<file path="config.mk">
export PLATFORM = sky130hd
export DESIGN_NAME = hpd_ram
export DESIGN_NICKNAME = d
export VERILOG_FILES = /design/src/rtl/hpd_ram.sv
export SDC_FILE = /design/constraint.sdc
export NUM_CORES = 1
export LEC_CHECK = 0
export BUFFER_PORTS_ARGS = -buffer_cell sky130_fd_sc_hd__buf_2
export CAP_MARGIN = 20
export CORE_MARGIN = 8
export CORE_UTILIZATION = 47
export DETAILED_ROUTE_END_ITERATION = 6
export GPL_TIMING_DRIVEN = 0
export SLEW_MARGIN = 40
export SYNTH_ARGS = -nofsm -noshare
export SYNTH_HDL_FRONTEND = slang
export SYNTH_SLANG_ARGS = --single-unit
</file>
<file path="constraint.sdc">
create_clock -name clock -period 3.45 [get_ports clock]
set_input_delay 0 -clock clock [delete_from_list [all_inputs] [get_ports clock]]
set_output_delay 0 -clock clock [all_outputs]
set_load 0.05 [all_outputs]
</file>
<file path="src/rtl/hpd_ram.sv">
// generic single write port, single read port ram with registered read
`timescale 1ns / 1ps

module hpd_ram #(
   parameter int WIDTH = 8,
   parameter int DEPTH = 16
) (
   input  logic                     clock,
   input  logic                     wr_en,
   input  logic [$clog2(DEPTH)-1:0] wr_addr,
   input  logic [WIDTH-1:0]         wr_data,
   input  logic [$clog2(DEPTH)-1:0] rd_addr,
   output logic [WIDTH-1:0]         rd_data
);

   logic [WIDTH-1:0] mem [DEPTH];
   logic [WIDTH-1:0] rd_data_ff;

   always_ff @(posedge clock) begin
      if (wr_en) begin
         mem[wr_addr] <= wr_data;
      end
      rd_data_ff <= mem[rd_addr];
   end

   assign rd_data = rd_data_ff;

endmodule

</file>
==> flow_metrics.py <==
metrics = {
    "route": {
        "drtIter0Drc": 176,
        "postRouteAntennaNets": 0,
        "route.final.wire_length_um": 10030,
        "drt_first_pass_iters": 4,
        "post-route-drc-count": 0,
        "routed_via_density": 5.479,
        "routed-via-count": 2400,
        "drt-wirelength-per-cell_um": 22.91,
    },
    "timing": {
        "finalHoldWorstSlack_ps": 54.79,
        "setup_viol": 0,
        "tns_ps": 0,
        "finalClockSkew_ps": 3.229,
        "max_slew.worst_pin.slew_ps": 782.5,
        "worst_slew_margin_rel_pct": 47.64,
        "layout_min_cycle_time_ps": 1742,
        "max_freq_mhz": 574.1,
        "rsz_0062_raised_after_global_routing": "false",
        "timing.final.crit_share_pct": 50.49,
        "report.final.hold_viol_count": 0,
        "timing_max_transition_violations_final": 0,
    },
    "place": {
        "cell_count_after_placement": 393,
        "portBuffers": 24,
        "placedInstanceArea_um2": 5463,
        "hpwlAfterDp_um": 6152,
        "place_congestion": 0.6959,
    },
    "worst_setup_path": {
        "cp_cell_sequence": "mux4_2 > dlygate4sd3_1 > a22oi_1 > nand2_1",
        "critical_path.max_stage_delay_ps": 560,
        "worstSetupStartpointType": "flop",
        "cp_class": "flop to flop",
        "cp_slowest_cell": "dlygate4sd3_1",
        "cp_data_arrival_time_ps": 2140,
        "crit_path_end_kind": "flop",
        "critical_path.top_delay_family": "buffers and inverters",
        "crit_fanout": 1,
        "critPathBufInv": 1,
        "cp.required_ps": 3850,
    },
    "clock_network": {
        "cts_resized": 0,
        "cts_setup_buffers": 0,
        "cts.htree.levels": 4,
        "cts_buffer_depth": 2,
        "cts_hold_buf": 13,
        "worstSkewPairLatency_ps": 510,
        "clock-sinks": 136,
        "cts_tree": "built",
        "cts-buffers-inserted": 17,
        "clkSlewWorstSetupHoldPaths_ps": 60,
        "ctsRootBufferMaster": "clkbuf_8",
    },
    "logic_synthesis": {
        "synth_largest_type_area_fraction_pct": 74.67,
        "synth_enable_flop_cells": 128,
        "ys_ff_latch": 136,
        "synth.top_cells.by_area": "edfxtp_1 (75%), mux4_2 (7.9%), mux4_1 (7.1%)",
        "syn-num-nets": 247,
        "netlist_instances": 229,
        "syn_area_per_cell_um2": 22.48,
        "ys.flop_type": "edfxtp_1",
        "sequential_to_total_area_share_from_yosys_stat_pct": 77.78,
        "synth_cell_types": 19,
        "top_cells_by_instance_count_after_synthesis": "edfxtp_1 (128), mux4_2 (18), a22oi_1 (16)",
        "yosys_warnings": 0,
        "proportion_of_register_bits_with_asynchronous_set_or_reset_after_synthesis_pct": 0,
        "synth_area_um2": 5147,
        "synth_largest_area_cell": "edfxtp_1",
        "yosys.cell_count.top_type": "edfxtp_1",
    },
    "layout": {
        "final-instance-count-excl-fill": 438,
        "num-nets-final": 303,
        "layout-drive-gt1-share_pct": 31.54,
        "area_growth_pct": 21.03,
        "finished_layout_cell_area_um2": 6230,
        "diodes": 0,
        "fillCellCount": 794,
    },
    "die": {
        "horizontal_die_dimension_um": 120.7,
        "die_area_um2": 14560,
        "io_pins": 26,
        "chipHeight_um": 120.7,
        "initial_utilization_pct": 47.90,
        "fp.coreArea_um2": 10750,
        "num_rows": 38,
    },
    "power_and_ir_drop": {
        "static-leakage-power_uw": 0.002113,
        "power_density_nw_per_um2": 629.3,
        "total_chip_power_uw": 3921,
        "max-vdd-ir-drop_uv": 316.5,
    },
    "global_route": {
        "global_route.usage.total_pct": 14.62,
        "first_global_vias": 2448,
        "grt_pass1_wl_um": 14810,
        "maximum_number_of_pins_on_one_net_before_global_route_repair": 17,
        "grt.overflow.total": 0,
        "antenna_found_initial": 0,
    },
    "job": {
        "max_cap_violations": 0,
    },
    "outcome": {
        "status": "finished clean",
    },
    "min_path": {
        "worst_hold_path_type": "primary input to flop",
    },
}
path summary, 6_finish.rpt:
check                  start    endpoint  slack (ps)  cells after the start
setup / recovery   mem[3][7]  rd_data[7]        1710                      4
hold / removal    rd_addr[3]  rd_data[7]          50                      4
setup reg to reg   mem[3][7]  rd_data[7]        1710                      4
hold reg to reg   mem[11][2]  rd_data[2]         680                      3
cells by family after synthesis:
kind of cell / Yosys count / synth area share, %
and+or+nand+nor: 35 / 3.184
DFF: 136 / 77.78
buffers and inverters: 10 / 1.677
muxes: 32 / 15.02
AOI/OAI and AO/OA: 16 / 2.334
worst min-delay path, stage by stage:
cell and delay [ps]:
buf_2 100, nor2_1 150, a22oi_1 200, nand2_1 60
cell type report:
class | count | area (um^2) | area share [%]
Buffer | 10 | 86.33 | 1.386
Clock buffer | 24 | 500.5 | 8.034
Clock inverter | 8 | 115.1 | 1.848
Multi-Input combinational cell | 83 | 1099 | 17.63
Sequential cell | 136 | 4004 | 64.27
Tap cell | 140 | 175.2 | 2.812
Timing Repair Buffer | 37 | 250.2 | 4.017
per-stage QoR:
stage	utilization, %	worst slack [ps]
2_1_floorplan	-	1957
3_3_place_gp	50.65	1343
3_5_place_dp	50.84	1744
4_1_cts	57.78	1698
5_1_grt	57.98	1613
6_report	57.98	1708
cell usage in the layout (no fill, tap or decap), drive strengths merged:
| master | instances |
|---|---|
| edfxtp | 128 |
| mux4 | 32 |
| buf | 31 |
| clkbuf | 24 |
| a22oi | 16 |
| dlygate4sd3 | 13 |
| nor2 | 13 |
| nand2 | 9 |
| dfxtp | 8 |
| clkinv | 5 |
| nor3 | 4 |
| clkdlybuf4s25 | 3 |
| bufinv | 3 |
| nand3b | 2 |
| nand2b | 2 |
| nor2b | 1 |
| and2 | 1 |
| and2b | 1 |
| nand3 | 1 |
| or3b | 1 |
registers in the layout (all words and copies together) (netlist names):
register  cells
mem         128
rd_data       8
report_power, final:
group	leakage, uW	switching (uW)	total, uW	internal (uW)
Combinational	0.000578	144	228	83.3
Sequential	0.00122	8.13	1860	1850
Clock	0.000311	626	1840	1210
Total	0.00211	779	3920	3140
layer usage:
layer	share of wire, %	track usage [%]	vias to the layer above
met5	0	0	-
li1	-	-	1083
met3	3.1	4.056	13
met1	46	19.60	1253
met4	2.1	6.792	0
met2	49	21.81	51
Power figures use the tool's default switching activity.
